===== config.mk =====
export PLATFORM = sky130hd
export DESIGN_NAME = audio_block_gain_level_meter_top_flat
export DESIGN_NICKNAME = d
export VERILOG_FILES = /design/src/sv/abglm_pkg.sv /design/src/sv/abglm_in_if.sv /design/src/sv/abglm_out_if.sv /design/src/sv/abglm_front.sv /design/src/sv/abglm_fifo.sv /design/src/sv/abglm_back.sv /design/src/sv/audio_block_gain_level_meter_top.sv /design/src/flat_wrapper.sv
export SDC_FILE = /design/constraint.sdc
export NUM_CORES = 2
export LEC_CHECK = 0
export ABC_CLOCK_PERIOD_IN_PS = 15800
export BUFFER_PORTS_ARGS = -buffer_cell sky130_fd_sc_hd__buf_2
export CORE_UTILIZATION = 58
export CTS_BUF_LIST = sky130_fd_sc_hd__clkbuf_4 sky130_fd_sc_hd__clkbuf_8
export CTS_CLUSTER_DIAMETER = 100
export DETAILED_ROUTE_END_ITERATION = 6
export GPL_TIMING_DRIVEN = 0
export PLACE_DENSITY = 0.89
export SLEW_MARGIN = 20
export SYNTH_ARGS = -nofsm -noshare
export SYNTH_HDL_FRONTEND = slang
export SYNTH_SLANG_ARGS = --single-unit

===== constraint.sdc =====
create_clock -name i_clk -period 15.8 [get_ports i_clk]
set_input_delay 3.16 -clock i_clk [delete_from_list [all_inputs] [get_ports i_clk]]
set_output_delay 3.16 -clock i_clk [all_outputs]
set_load 0.02 [all_outputs]

===== src/sv/abglm_pkg.sv =====
// ----------------------------------------------------------------------------
// abglm_pkg
// Shared types and constants for the audio block gain and level meter.
// ----------------------------------------------------------------------------
package abglm_pkg;

    // Sample format
    localparam int SAMPLE_W   = 16;
    localparam int GAIN_W     = 16;
    localparam int GAIN_FRAC  = 10;
    localparam int PROD_W     = SAMPLE_W + GAIN_W;
    localparam int MAG_W      = PROD_W - GAIN_FRAC;

    // Square of a scaled magnitude (at most 2^30)
    localparam int SQ_ITEM_W  = 2 * SAMPLE_W - 1;

    // Gain clamp limits and reset value (unsigned Q6.10)
    localparam logic [GAIN_W-1:0] GAIN_MIN   = 16'd102;
    localparam logic [GAIN_W-1:0] GAIN_MAX   = 16'd32768;
    localparam logic [GAIN_W-1:0] GAIN_RESET = 16'd1024;

    // Saturation limits
    localparam logic signed [SAMPLE_W-1:0] SAMPLE_MAX = 16'sh7FFF;
    localparam logic signed [SAMPLE_W-1:0] SAMPLE_MIN = 16'sh8000;
    localparam int POS_LIMIT = 32767;
    localparam int NEG_LIMIT = 32768;

    // Square root unit: input word and number of digit steps
    localparam int SQRT_IN_W   = 2 * SAMPLE_W;
    localparam int SQRT_STEPS  = SQRT_IN_W / 2;
    localparam int SQRT_REM_W  = SAMPLE_W + 2;

    // Defaults for top-level parameters
    localparam int DEF_MAX_BLOCK_LEN = 4096;
    localparam int DEF_QUEUE_DEPTH   = 4;

    // Item passed from the front end to the back end through the queue
    typedef struct packed {
        logic signed [SAMPLE_W-1:0] raw;
        logic                       last;
        logic signed [SAMPLE_W-1:0] scaled;
        logic [SQ_ITEM_W-1:0]       sq;
    } t_item;

    // One result transaction
    typedef struct packed {
        logic signed [SAMPLE_W-1:0] scaled_sample;
        logic                       stats_valid;
        logic signed [SAMPLE_W-1:0] raw_min;
        logic signed [SAMPLE_W-1:0] raw_max;
        logic signed [SAMPLE_W-1:0] raw_mean;
        logic [SAMPLE_W-1:0]        peak;
        logic [SAMPLE_W-1:0]        rms;
    } t_result;

endpackage


===== src/sv/abglm_in_if.sv =====
// ----------------------------------------------------------------------------
// abglm_in_if
// Sample input channel: valid/ready handshake with a raw sample payload.
// ----------------------------------------------------------------------------
interface abglm_in_if;

    logic                                  valid;
    logic                                  ready;
    logic signed [abglm_pkg::SAMPLE_W-1:0] raw_sample;
    logic                                  last_of_block;

    modport source (output valid, output raw_sample, output last_of_block, input ready);
    modport sink   (input valid, input raw_sample, input last_of_block, output ready);

endinterface


===== src/sv/abglm_out_if.sv =====
// ----------------------------------------------------------------------------
// abglm_out_if
// Result channel: valid/ready handshake with scaled sample and block stats.
// ----------------------------------------------------------------------------
interface abglm_out_if;

    logic                                  valid;
    logic                                  ready;
    logic signed [abglm_pkg::SAMPLE_W-1:0] scaled_sample;
    logic                                  stats_valid;
    logic signed [abglm_pkg::SAMPLE_W-1:0] block_raw_min;
    logic signed [abglm_pkg::SAMPLE_W-1:0] block_raw_max;
    logic signed [abglm_pkg::SAMPLE_W-1:0] block_raw_mean;
    logic [abglm_pkg::SAMPLE_W-1:0]        block_peak;
    logic [abglm_pkg::SAMPLE_W-1:0]        block_rms;

    modport source (
        output valid, output scaled_sample, output stats_valid,
        output block_raw_min, output block_raw_max, output block_raw_mean,
        output block_peak, output block_rms, input ready
    );
    modport sink (
        input valid, input scaled_sample, input stats_valid,
        input block_raw_min, input block_raw_max, input block_raw_mean,
        input block_peak, input block_rms, output ready
    );

endinterface


===== src/sv/abglm_front.sv =====
// ----------------------------------------------------------------------------
// abglm_front
// Front end: gain register, two-stage gain multiply / saturate and square,
// feeding classified items into the queue.
// ----------------------------------------------------------------------------
module abglm_front (
    input  logic                             i_clk,
    input  logic                             i_rst_n,
    input  logic                             i_cfg_we,
    input  logic [abglm_pkg::GAIN_W-1:0]     i_cfg_wdata,
    abglm_in_if.sink                         i_in,
    input  logic                             i_q_full,
    output logic                             o_q_push,
    output abglm_pkg::t_item                 o_q_item
);

    localparam int SW = abglm_pkg::SAMPLE_W;

    logic [abglm_pkg::GAIN_W-1:0]  r_gain;
    logic [abglm_pkg::GAIN_W-1:0]  n_gain;

    logic                          r_v1;
    logic signed [SW-1:0]          r_raw1;
    logic                          r_last1;

    logic                          r_v2;
    logic signed [SW-1:0]          r_raw2;
    logic                          r_last2;
    logic signed [SW-1:0]          r_scaled2;

    logic                          en1;
    logic                          en2;
    logic [SW-1:0]                 mag_in;
    logic [abglm_pkg::PROD_W-1:0]  prod;
    logic [abglm_pkg::MAG_W-1:0]   mag;
    logic signed [SW-1:0]          n_scaled;
    logic [SW-1:0]                 smag;

    // Clamp at write time; only the effective gain is ever used
    always_comb begin
        if (i_cfg_wdata < abglm_pkg::GAIN_MIN) begin
            n_gain = abglm_pkg::GAIN_MIN;
        end else if (i_cfg_wdata > abglm_pkg::GAIN_MAX) begin
            n_gain = abglm_pkg::GAIN_MAX;
        end else begin
            n_gain = i_cfg_wdata;
        end
    end

    always_ff @(posedge i_clk) begin
        if (!i_rst_n) begin
            r_gain <= abglm_pkg::GAIN_RESET;
        end else if (i_cfg_we) begin
            r_gain <= n_gain;
        end
    end

    // Pipeline advance
    assign en2        = !r_v2 || !i_q_full;
    assign en1        = !r_v1 || en2;
    assign i_in.ready = en1;

    // Stage 1 -> 2: magnitude times gain, drop fraction, saturate
    always_comb begin
        mag_in = r_raw1[SW-1] ? SW'(-r_raw1) : SW'(r_raw1);
        prod   = abglm_pkg::PROD_W'(mag_in) * abglm_pkg::PROD_W'(r_gain);
        mag    = prod[abglm_pkg::PROD_W-1:abglm_pkg::GAIN_FRAC];
        if (r_raw1[SW-1]) begin
            if (mag > abglm_pkg::MAG_W'(abglm_pkg::NEG_LIMIT)) begin
                n_scaled = abglm_pkg::SAMPLE_MIN;
            end else begin
                n_scaled = SW'(0) - mag[SW-1:0];
            end
        end else begin
            if (mag > abglm_pkg::MAG_W'(abglm_pkg::POS_LIMIT)) begin
                n_scaled = abglm_pkg::SAMPLE_MAX;
            end else begin
                n_scaled = mag[SW-1:0];
            end
        end
    end

    // Valid bits
    always_ff @(posedge i_clk) begin
        if (!i_rst_n) begin
            r_v1 <= 1'b0;
            r_v2 <= 1'b0;
        end else begin
            if (en1) begin
                r_v1 <= i_in.valid;
            end
            if (en2) begin
                r_v2 <= r_v1;
            end
        end
    end

    // Payload stages
    always_ff @(posedge i_clk) begin
        if (en1) begin
            r_raw1  <= i_in.raw_sample;
            r_last1 <= i_in.last_of_block;
        end
        if (en2) begin
            r_raw2    <= r_raw1;
            r_last2   <= r_last1;
            r_scaled2 <= n_scaled;
        end
    end

    // Stage 2 -> queue: square of the scaled magnitude
    always_comb begin
        smag            = r_scaled2[SW-1] ? SW'(-r_scaled2) : SW'(r_scaled2);
        o_q_item.raw    = r_raw2;
        o_q_item.last   = r_last2;
        o_q_item.scaled = r_scaled2;
        o_q_item.sq     = abglm_pkg::SQ_ITEM_W'(abglm_pkg::PROD_W'(smag)
                                                * abglm_pkg::PROD_W'(smag));
    end

    assign o_q_push = r_v2 && !i_q_full;

endmodule


===== src/sv/abglm_fifo.sv =====
// ----------------------------------------------------------------------------
// abglm_fifo
// Short register queue between the front end and the back end.
// ----------------------------------------------------------------------------
module abglm_fifo #(
    parameter int DEPTH = abglm_pkg::DEF_QUEUE_DEPTH
) (
    input  logic              i_clk,
    input  logic              i_rst_n,
    input  logic              i_push,
    input  abglm_pkg::t_item  i_item,
    output logic              o_full,
    input  logic              i_pop,
    output abglm_pkg::t_item  o_item,
    output logic              o_empty
);

    localparam int PTR_W = (DEPTH > 1) ? $clog2(DEPTH) : 1;
    localparam int CNT_W = $clog2(DEPTH + 1);
    localparam logic [PTR_W-1:0] LAST_PTR = PTR_W'(DEPTH - 1);

    abglm_pkg::t_item  r_mem [DEPTH];
    logic [PTR_W-1:0]  r_wr;
    logic [PTR_W-1:0]  r_rd;
    logic [CNT_W-1:0]  r_cnt;

    logic              do_push;
    logic              do_pop;

    assign o_full  = (r_cnt == CNT_W'(DEPTH));
    assign o_empty = (r_cnt == '0);
    assign do_push = i_push && !o_full;
    assign do_pop  = i_pop && !o_empty;
    assign o_item  = r_mem[r_rd];

    // Pointers and fill count
    always_ff @(posedge i_clk) begin
        if (!i_rst_n) begin
            r_wr  <= '0;
            r_rd  <= '0;
            r_cnt <= '0;
        end else begin
            if (do_push) begin
                r_wr <= (r_wr == LAST_PTR) ? '0 : r_wr + PTR_W'(1);
            end
            if (do_pop) begin
                r_rd <= (r_rd == LAST_PTR) ? '0 : r_rd + PTR_W'(1);
            end
            if (do_push && !do_pop) begin
                r_cnt <= r_cnt + CNT_W'(1);
            end else if (do_pop && !do_push) begin
                r_cnt <= r_cnt - CNT_W'(1);
            end
        end
    end

    // Storage
    always_ff @(posedge i_clk) begin
        if (do_push) begin
            r_mem[r_wr] <= i_item;
        end
    end

endmodule


===== src/sv/abglm_back.sv =====
// ----------------------------------------------------------------------------
// abglm_back
// Back end: block statistics, shared restoring divider and digit-by-digit
// square root for the end-of-block report, output register.
// ----------------------------------------------------------------------------
module abglm_back #(
    parameter int MAX_BLOCK_LEN = abglm_pkg::DEF_MAX_BLOCK_LEN
) (
    input  logic              i_clk,
    input  logic              i_rst_n,
    input  logic              i_q_valid,
    input  abglm_pkg::t_item  i_q_item,
    output logic              o_q_pop,
    abglm_out_if.source       o_out
);

    localparam int SW     = abglm_pkg::SAMPLE_W;
    localparam int CNT_W  = $clog2(MAX_BLOCK_LEN + 1);
    localparam int SUM_W  = SW + CNT_W;
    localparam int SQ_W   = abglm_pkg::SQ_ITEM_W - 1 + CNT_W;
    localparam int DW     = SQ_W;
    localparam int REM_W  = CNT_W + 1;
    localparam int STEP_W = $clog2(DW + 1);
    localparam int RT_W   = abglm_pkg::SQRT_REM_W;
    localparam int SV_W   = abglm_pkg::SQRT_IN_W;
    localparam logic [CNT_W-1:0] MAX_CNT = CNT_W'(MAX_BLOCK_LEN);

    typedef enum logic [2:0] {
        S_RUN,
        S_MEAN,
        S_SQDIV,
        S_ROOT,
        S_DONE
    } t_state;

    t_state                r_state;

    // Running statistics
    logic [CNT_W-1:0]      r_cnt;
    logic signed [SW-1:0]  r_min;
    logic signed [SW-1:0]  r_max;
    logic signed [SUM_W-1:0] r_sum;
    logic [SW-1:0]         r_peak;
    logic [SQ_W-1:0]       r_sqsum;

    // Captured block results
    logic signed [SW-1:0]  r_fin_scaled;
    logic signed [SW-1:0]  r_fin_min;
    logic signed [SW-1:0]  r_fin_max;
    logic [SW-1:0]         r_fin_peak;
    logic [SQ_W-1:0]       r_fin_sq;
    logic [CNT_W-1:0]      r_fin_cnt;
    logic                  r_fin_neg;
    logic signed [SW-1:0]  r_fin_mean;

    // Divider and square root working registers
    logic [DW-1:0]         r_quo;
    logic [REM_W-1:0]      r_rem;
    logic [STEP_W-1:0]     r_step;
    logic [SV_W-1:0]       r_sqv;
    logic [RT_W-1:0]       r_srem;
    logic [SW-1:0]         r_root;

    // Output register
    logic                  r_out_valid;
    abglm_pkg::t_result    r_out;

    logic                  out_free;
    logic                  take;
    logic                  load_out;
    logic                  count_ok;
    logic [SW-1:0]         smag;
    logic [CNT_W-1:0]      n_cnt;
    logic signed [SW-1:0]  n_min;
    logic signed [SW-1:0]  n_max;
    logic signed [SUM_W-1:0] n_sum;
    logic [SW-1:0]         n_peak;
    logic [SQ_W-1:0]       n_sqsum;
    logic [SUM_W-1:0]      sum_mag;
    logic [REM_W-1:0]      rem_sh;
    logic                  q_bit;
    logic [REM_W-1:0]      n_rem;
    logic [DW-1:0]         n_quo;
    logic [RT_W-1:0]       s_rem;
    logic [RT_W-1:0]       s_trial;
    logic                  r_bit;
    logic [RT_W-1:0]       n_srem;
    logic [SW-1:0]         n_root;

    assign out_free = !r_out_valid || o_out.ready;
    assign take     = (r_state == S_RUN) && i_q_valid && out_free;
    assign o_q_pop  = take;
    assign load_out = (take && !i_q_item.last) || ((r_state == S_DONE) && out_free);

    // Statistics update for the item at the queue head
    always_comb begin
        smag     = i_q_item.scaled[SW-1] ? SW'(-i_q_item.scaled) : SW'(i_q_item.scaled);
        count_ok = (r_cnt < MAX_CNT);
        n_cnt    = r_cnt;
        n_min    = r_min;
        n_max    = r_max;
        n_sum    = r_sum;
        n_peak   = r_peak;
        n_sqsum  = r_sqsum;
        if (count_ok) begin
            n_cnt   = r_cnt + CNT_W'(1);
            n_min   = (i_q_item.raw < r_min) ? i_q_item.raw : r_min;
            n_max   = (i_q_item.raw > r_max) ? i_q_item.raw : r_max;
            n_sum   = r_sum + SUM_W'(i_q_item.raw);
            n_peak  = (smag > r_peak) ? smag : r_peak;
            n_sqsum = r_sqsum + SQ_W'(i_q_item.sq);
        end
        sum_mag = n_sum[SUM_W-1] ? SUM_W'(-n_sum) : SUM_W'(n_sum);
    end

    // One restoring division step
    always_comb begin
        rem_sh = {r_rem[CNT_W-1:0], r_quo[DW-1]};
        q_bit  = (rem_sh >= {1'b0, r_fin_cnt});
        n_rem  = q_bit ? rem_sh - {1'b0, r_fin_cnt} : rem_sh;
        n_quo  = {r_quo[DW-2:0], q_bit};
    end

    // One square root digit step
    always_comb begin
        s_rem   = {r_srem[RT_W-3:0], r_sqv[SV_W-1 -: 2]};
        s_trial = {r_root, 2'b01};
        r_bit   = (s_rem >= s_trial);
        n_srem  = r_bit ? s_rem - s_trial : s_rem;
        n_root  = {r_root[SW-2:0], r_bit};
    end

    // Sequencer, statistics and output register
    always_ff @(posedge i_clk) begin
        if (!i_rst_n) begin
            r_state     <= S_RUN;
            r_out_valid <= 1'b0;
            r_cnt       <= '0;
            r_min       <= abglm_pkg::SAMPLE_MAX;
            r_max       <= abglm_pkg::SAMPLE_MIN;
            r_sum       <= '0;
            r_peak      <= '0;
            r_sqsum     <= '0;
        end else begin
            // Output valid: set when a result is loaded, cleared once taken
            if (load_out) begin
                r_out_valid <= 1'b1;
            end else if (out_free) begin
                r_out_valid <= 1'b0;
            end
            case (r_state)
                S_RUN: begin
                    if (take) begin
                        if (i_q_item.last) begin
                            // Capture the block and restart statistics
                            r_fin_scaled <= i_q_item.scaled;
                            r_fin_min    <= n_min;
                            r_fin_max    <= n_max;
                            r_fin_peak   <= n_peak;
                            r_fin_sq     <= n_sqsum;
                            r_fin_cnt    <= n_cnt;
                            r_fin_neg    <= n_sum[SUM_W-1];
                            r_quo        <= DW'(sum_mag);
                            r_rem        <= '0;
                            r_step       <= STEP_W'(DW);
                            r_cnt        <= '0;
                            r_min        <= abglm_pkg::SAMPLE_MAX;
                            r_max        <= abglm_pkg::SAMPLE_MIN;
                            r_sum        <= '0;
                            r_peak       <= '0;
                            r_sqsum      <= '0;
                            r_state      <= S_MEAN;
                        end else begin
                            r_cnt         <= n_cnt;
                            r_min         <= n_min;
                            r_max         <= n_max;
                            r_sum         <= n_sum;
                            r_peak        <= n_peak;
                            r_sqsum       <= n_sqsum;
                            r_out         <= '{scaled_sample: i_q_item.scaled, default: '0};
                        end
                    end
                end
                S_MEAN: begin
                    if (r_step == STEP_W'(1)) begin
                        r_fin_mean <= r_fin_neg ? SW'(0) - n_quo[SW-1:0] : n_quo[SW-1:0];
                        r_quo      <= r_fin_sq;
                        r_rem      <= '0;
                        r_step     <= STEP_W'(DW);
                        r_state    <= S_SQDIV;
                    end else begin
                        r_quo  <= n_quo;
                        r_rem  <= n_rem;
                        r_step <= r_step - STEP_W'(1);
                    end
                end
                S_SQDIV: begin
                    if (r_step == STEP_W'(1)) begin
                        r_sqv   <= SV_W'(n_quo[abglm_pkg::SQ_ITEM_W-1:0]);
                        r_srem  <= '0;
                        r_root  <= '0;
                        r_step  <= STEP_W'(abglm_pkg::SQRT_STEPS);
                        r_state <= S_ROOT;
                    end else begin
                        r_quo  <= n_quo;
                        r_rem  <= n_rem;
                        r_step <= r_step - STEP_W'(1);
                    end
                end
                S_ROOT: begin
                    r_sqv  <= {r_sqv[SV_W-3:0], 2'b00};
                    r_srem <= n_srem;
                    r_root <= n_root;
                    r_step <= r_step - STEP_W'(1);
                    if (r_step == STEP_W'(1)) begin
                        r_state <= S_DONE;
                    end
                end
                S_DONE: begin
                    if (out_free) begin
                        r_out.scaled_sample <= r_fin_scaled;
                        r_out.stats_valid   <= 1'b1;
                        r_out.raw_min       <= r_fin_min;
                        r_out.raw_max       <= r_fin_max;
                        r_out.raw_mean      <= r_fin_mean;
                        r_out.peak          <= r_fin_peak;
                        r_out.rms           <= r_root;
                        r_state             <= S_RUN;
                    end
                end
                default: begin
                    r_state <= S_RUN;
                end
            endcase
        end
    end

    // Result channel
    assign o_out.valid          = r_out_valid;
    assign o_out.scaled_sample  = r_out.scaled_sample;
    assign o_out.stats_valid    = r_out.stats_valid;
    assign o_out.block_raw_min  = r_out.raw_min;
    assign o_out.block_raw_max  = r_out.raw_max;
    assign o_out.block_raw_mean = r_out.raw_mean;
    assign o_out.block_peak     = r_out.peak;
    assign o_out.block_rms      = r_out.rms;

endmodule


===== src/sv/audio_block_gain_level_meter_top.sv =====
// ----------------------------------------------------------------------------
// audio_block_gain_level_meter_top
// Gain stage with block min / max / mean and peak / RMS level meter.
//
//   Channel   Dir   Handshake        Payload
//   i_in      in    valid / ready    raw_sample, last_of_block
//   o_out     out   valid / ready    scaled_sample, stats_valid, block_* fields
//   i_cfg_*   in    write enable     gain_q10 (unsigned Q6.10, clamped to 0.1 .. 32.0)
//
// The back end takes a sample that does not end a block straight into the output
// register; samples stream at one per cycle while the queue has items and the
// output register is free. A last-of-block sample holds the back end for two
// passes of the shared radix-2 divider, one step per dividend bit, then 16 square
// root steps and the report state. The front end keeps filling the queue
// meanwhile.
// Reset is synchronous; no clearing pass. Either side may stall at any time.
// ----------------------------------------------------------------------------
module audio_block_gain_level_meter_top #(
    parameter int MAX_BLOCK_LEN = abglm_pkg::DEF_MAX_BLOCK_LEN,
    parameter int QUEUE_DEPTH   = abglm_pkg::DEF_QUEUE_DEPTH
) (
    input  logic                          i_clk,
    input  logic                          i_rst_n,
    input  logic                          i_cfg_we,
    input  logic [abglm_pkg::GAIN_W-1:0]  i_cfg_wdata,
    abglm_in_if.sink                      i_in,
    abglm_out_if.source                   o_out
);

    logic              q_push;
    logic              q_full;
    logic              q_pop;
    logic              q_empty;
    abglm_pkg::t_item  q_wr_item;
    abglm_pkg::t_item  q_rd_item;

    // Gain and square pipeline
    abglm_front u_front (
        .i_clk       (i_clk),
        .i_rst_n     (i_rst_n),
        .i_cfg_we    (i_cfg_we),
        .i_cfg_wdata (i_cfg_wdata),
        .i_in        (i_in),
        .i_q_full    (q_full),
        .o_q_push    (q_push),
        .o_q_item    (q_wr_item)
    );

    // Decoupling queue
    abglm_fifo #(
        .DEPTH (QUEUE_DEPTH)
    ) u_fifo (
        .i_clk   (i_clk),
        .i_rst_n (i_rst_n),
        .i_push  (q_push),
        .i_item  (q_wr_item),
        .o_full  (q_full),
        .i_pop   (q_pop),
        .o_item  (q_rd_item),
        .o_empty (q_empty)
    );

    // Statistics and report
    abglm_back #(
        .MAX_BLOCK_LEN (MAX_BLOCK_LEN)
    ) u_back (
        .i_clk     (i_clk),
        .i_rst_n   (i_rst_n),
        .i_q_valid (!q_empty),
        .i_q_item  (q_rd_item),
        .o_q_pop   (q_pop),
        .o_out     (o_out)
    );

`ifndef NO_ASSERTIONS
    a_pop_nonempty: assert property (@(posedge i_clk) disable iff (!i_rst_n)
        q_pop |-> !q_empty)
        else $error("queue popped while empty");

    a_push_nonfull: assert property (@(posedge i_clk) disable iff (!i_rst_n)
        q_push |-> !q_full)
        else $error("queue pushed while full");

    a_mean_in_range: assert property (@(posedge i_clk) disable iff (!i_rst_n)
        (o_out.valid && o_out.stats_valid) |->
            (o_out.block_raw_min <= o_out.block_raw_mean) &&
            (o_out.block_raw_mean <= o_out.block_raw_max))
        else $error("block mean outside min / max");

    a_rms_le_peak: assert property (@(posedge i_clk) disable iff (!i_rst_n)
        (o_out.valid && o_out.stats_valid) |-> (o_out.block_rms <= o_out.block_peak))
        else $error("block rms above peak");

    a_stats_zero: assert property (@(posedge i_clk) disable iff (!i_rst_n)
        (o_out.valid && !o_out.stats_valid) |->
            (o_out.block_raw_min == '0) && (o_out.block_raw_max == '0) &&
            (o_out.block_raw_mean == '0) && (o_out.block_peak == '0) &&
            (o_out.block_rms == '0))
        else $error("stat fields nonzero outside block end");
`endif

endmodule

===== src/flat_wrapper.sv =====
// flat-port wrapper written by rule: the top's interface ports become plain ports
module audio_block_gain_level_meter_top_flat 
#(
    parameter int MAX_BLOCK_LEN = abglm_pkg::DEF_MAX_BLOCK_LEN,
    parameter int QUEUE_DEPTH   = abglm_pkg::DEF_QUEUE_DEPTH
)
  (i_clk, i_rst_n, i_cfg_we, i_cfg_wdata, i_in_valid, i_in_raw_sample, i_in_last_of_block, i_in_ready, o_out_valid, o_out_scaled_sample, o_out_stats_valid, o_out_block_raw_min, o_out_block_raw_max, o_out_block_raw_mean, o_out_block_peak, o_out_block_rms, o_out_ready);
  abglm_in_if i_in_i ();
  abglm_out_if o_out_i ();
  input  logic i_clk;
  input  logic i_rst_n;
  input  logic i_cfg_we;
  input  logic [abglm_pkg::GAIN_W-1:0] i_cfg_wdata;
  input wire logic [$bits(i_in_i.valid)-1:0] i_in_valid;
  input wire logic [$bits(i_in_i.raw_sample)-1:0] i_in_raw_sample;
  input wire logic [$bits(i_in_i.last_of_block)-1:0] i_in_last_of_block;
  output wire logic [$bits(i_in_i.ready)-1:0] i_in_ready;
  output wire logic [$bits(o_out_i.valid)-1:0] o_out_valid;
  output wire logic [$bits(o_out_i.scaled_sample)-1:0] o_out_scaled_sample;
  output wire logic [$bits(o_out_i.stats_valid)-1:0] o_out_stats_valid;
  output wire logic [$bits(o_out_i.block_raw_min)-1:0] o_out_block_raw_min;
  output wire logic [$bits(o_out_i.block_raw_max)-1:0] o_out_block_raw_max;
  output wire logic [$bits(o_out_i.block_raw_mean)-1:0] o_out_block_raw_mean;
  output wire logic [$bits(o_out_i.block_peak)-1:0] o_out_block_peak;
  output wire logic [$bits(o_out_i.block_rms)-1:0] o_out_block_rms;
  input wire logic [$bits(o_out_i.ready)-1:0] o_out_ready;
  assign i_in_i.valid = i_in_valid;
  assign i_in_i.raw_sample = i_in_raw_sample;
  assign i_in_i.last_of_block = i_in_last_of_block;
  assign i_in_ready = i_in_i.ready;
  assign o_out_valid = o_out_i.valid;
  assign o_out_scaled_sample = o_out_i.scaled_sample;
  assign o_out_stats_valid = o_out_i.stats_valid;
  assign o_out_block_raw_min = o_out_i.block_raw_min;
  assign o_out_block_raw_max = o_out_i.block_raw_max;
  assign o_out_block_raw_mean = o_out_i.block_raw_mean;
  assign o_out_block_peak = o_out_i.block_peak;
  assign o_out_block_rms = o_out_i.block_rms;
  assign o_out_i.ready = o_out_ready;
  audio_block_gain_level_meter_top #(.MAX_BLOCK_LEN(MAX_BLOCK_LEN), .QUEUE_DEPTH(QUEUE_DEPTH)) u_core (.i_clk(i_clk), .i_rst_n(i_rst_n), .i_cfg_we(i_cfg_we), .i_cfg_wdata(i_cfg_wdata), .i_in(i_in_i), .o_out(o_out_i));
endmodule

==> impl_metrics.csv <==
group,metric,value,unit
floorplan,io_pins,137,
sta,finalHoldViolCount,0,
layout,drive_above_1_share,10.62,%
critical_path,r2r-start,"u_core.u_front.r_raw1[3]$_DFFE_PP_",
place,gp_congestion,0.9692,
drt,drc,0,
global_route,grt_pass1_wl,222.4,mm
layout,final_nets,6059,
sta,setup_viol,0,
status,status,"complete, no violations",
floorplan,coreArea,0.09208,mm^2
critical_path,path_max_fanout,10,
clocking,root_buffer,"clkbuf_8",
critical_path,cp.required,16.33,ns
logic_synthesis,ys_async_sr_fraction,0,%
logic_synthesis,yosysSeqAreaShare,42.55,%
floorplan,fp.dieH,307.5,um
global_route,grt_max_degree,57,
drt,dr.first_iter.drc_count,4404,
drt,drtAntennaViolNets,0,
logic_synthesis,ys_types,94,
logic_synthesis,synth_enable_flop_cells,658,
critical_path,cpMaxStageDelayCell,"or4_1",
clocking,numCtsBuffers,135,
clocking,clock_sinks,822,
floorplan,core.rowCount,111,
sta,fin_crit,10.21,ns
clocking,h-tree-depth,4,
critical_path,worstSetupStartpoint,"u_core.u_front.r_raw1[3]$_DFFE_PP_",
sta,final.setup.worst_slack,5.587,ns
global_route,grt_pass1_vias,41404,
clocking,postCtsHoldBufs,0,
logic_synthesis,synth.cell_area,0.05415,mm^2
sta,max_slew_margin,21.46,%
logic_synthesis,synth_cells,4988,
clocking,cts_tree,"built",
place,dp_hpwl,105.6,mm
logic_synthesis,synth_top_area_cell,"edfxtp_1",
floorplan,chipWidth,307.5,um
drt,via_per_inst,6.118,
sta,rsz0062_at_grt,"false",
place,place_ws,5.807,ns
place,port_buffers,136,
sta,timing.final.crit_share,64.64,%
critical_path,worstSetupPathType,"reg -> reg",
clocking,cts.path.max_buffers,3,
layout,final_cells,6669,
hold_path,holdCritPathClass,"reg -> reg",
sta,fin_skew,0.05551,ns
global_route,overflow,0,
critical_path,cp-start-kind,"register",
drt,drt-total-wl,141.9,mm
logic_synthesis,synth_flop_cell,"edfxtp_1",
sta,drv_slew,0,
clocking,insertion_delay,0.82,ns
place,placedCellCount,6419,
critical_path,cpPeakStageDelay,0.58,ns
critical_path,end_kind,"register",
drt,vias,40799,
sta,fmax,97.91,MHz
logic_synthesis,yosys_warnings,0,
global_route,antenna_found_initial,7,
logic_synthesis,synth_area_leaders,"edfxtp_1, fa_1, ha_1",
floorplan,start_util,58.80,%
layout,final_core_util,65.03,%
drt,routedWlPerCell,21.27,um
clocking,cts_setup_buffers,0,
sta,tightest_slew,1.170,ns
floorplan,die_area,0.09458,mm^2
logic_synthesis,synth.avg_cell_area,10.86,um^2
hold_path,min-delay-start,"u_core.u_front.r_raw2[9]$_DFFE_PP_",
drt,first_pass_iters,6,
logic_synthesis,synth_top_area_share,36.49,%
critical_path,cp_common_cell,"fa_1",
layout,area_growth_syn_to_layout,10.58,%
run,drv_cap,0,
clocking,post_cts_resized,0,
logic_synthesis,yosys_register_bits,822,
critical_path,cp.arrival,10.75,ns
global_route,track_usage,30.39,%
clocking,path_clk_slew,0.07,ns
==> synth_stat cells, drive strengths merged, types with 30 or more instances <==
master	instances
edfxtp	658
nand2b	37
a21o	77
nor2	357
xor2	75
ha	348
mux2	34
nand3	55
dfxtp	164
mux2i	36
o21ai	221
a21oi	187
a22oi	116
xnor2	153
and2	138
mux4	60
or3	30
inv	552
fa	360
clkbuf	178
nand2	579
and3	88
nor3	48
==> layout make-up <==
| class | count | area [um^2] |
|---|---|---|
| clock buffers | 188 | 2362 |
| fillers | 6475 | 32200 |
| plain buffers | 205 | 790.8 |
| diodes | 2 | 5.005 |
| inverters | 559 | 2098 |
| clock inverters | 60 | 568.0 |
| well taps | 1243 | 1555 |
| flip-flops and latches | 822 | 23040 |
| multi-input cells | 3412 | 28360 |
| repair buffers | 178 | 1089 |
==> critical path: cells and delay by family (launching register included) <==
| family | cells | cell delay [ns] |
|---|---|---|
| flip-flops | 1 | 0.52 |
| adder cells (fa/ha/maj) | 7 | 3.35 |
| multiplexers | 1 | 0.24 |
| buffers and inverters | 6 | 1.12 |
| XOR/XNOR | 1 | 0.39 |
| AND/OR/NAND/NOR | 9 | 2.60 |
| AO/OA/AOI/OAI | 5 | 1.68 |
==> state kept, by name, summed over array words and instances, names as in the netlist, 29 cells and up, named ones only <==
signal                  cells
u_core.u_back.r_sqsum      43
u_core.u_back.r_fin_sq     43
u_core.u_fifo.r_mem       248
u_core.u_back.r_sqv        32
u_core.u_back.r_sum        29
u_core.u_back.r_quo        43
==> per-stage QoR <==
stage | hold WS [ns] | instance area, um^2 | setup TNS [ns]
3_5_place_dp | 0.4518 | 56900 | 0
6_report | 0.4722 | 59870 | 0
4_1_cts | 0.4591 | 59830 | 0
2_1_floorplan | 0.4003 | 54190 | 0
3_3_place_gp | 0.4433 | 56430 | -425.14
5_1_grt | 0.4772 | 59870 | 0
==> worst paths after layout <==
| kind | end | slack, ns | cells after the start |
|---|---|---|---|
| max | u_core.u_front.r_scaled2[7]$_DFFE_PP_ | 5.59 | 29 |
| min | u_core.u_fifo.r_mem[3][57]$_DFFE_PP_ | 0.47 | 0 |
| max reg2reg | u_core.u_front.r_scaled2[7]$_DFFE_PP_ | 5.59 | 29 |
| min reg2reg | u_core.u_fifo.r_mem[3][57]$_DFFE_PP_ | 0.47 | 0 |
==> cells in the final DEF, fill, tap and decap left out, types with 24 or more instances in the layout <==
cell,synthesis,layout
a22oi_1,113,113
mux2i_1,36,35
o21a_1,28,28
o21ai_0,214,214
mux4_2,60,60
nor2b_1,27,27
buf_2,5,156
o31ai_1,28,28
nor2_1,356,356
nand2_1,579,579
xor2_1,75,71
and2_1,137,132
edfxtp_1,658,658
a21oi_1,185,185
dfxtp_1,164,164
and3_1,88,88
clkbuf_8,0,152
nand2b_1,37,37
inv_1,549,548
fa_1,360,360
nand3_1,55,55
clkbuf_4,0,36
nor3_1,47,47
clkbuf_1,178,178
xnor2_1,153,151
mux2_2,34,34
a21o_1,76,76
ha_1,348,348
o21bai_1,24,24
or3_1,30,30
==> cell families (layout without fill, tap and decap cells) <==
logic type               after synthesis  after routing  share of synthesized area [%]
AND/OR/NAND/NOR                     1466           1466                          12.64
AO/OA/AOI/OAI                        868            868                          10.55
flip-flops                           822            822                          42.55
buffers and inverters                764           1190                          5.336
adder cells (fa/ha/maj)              708            708                          21.35
XOR/XNOR                             228            228                          3.688
multiplexers                         130            130                          3.868
other                                  2             14                        0.01387
==> routing by layer <==
metal	share of wire, %	vias to the layer above	global-route usage [%]
met5	0.040	-	0
met4	5.7	4	16.61
met3	10	563	6.607
met2	47	2405	49.51
met1	37	19857	37.85
li1	-	17970	-
Power is not shown: default switching activity piles up to over one toggle a cycle in this logic, so the estimate is an artifact.
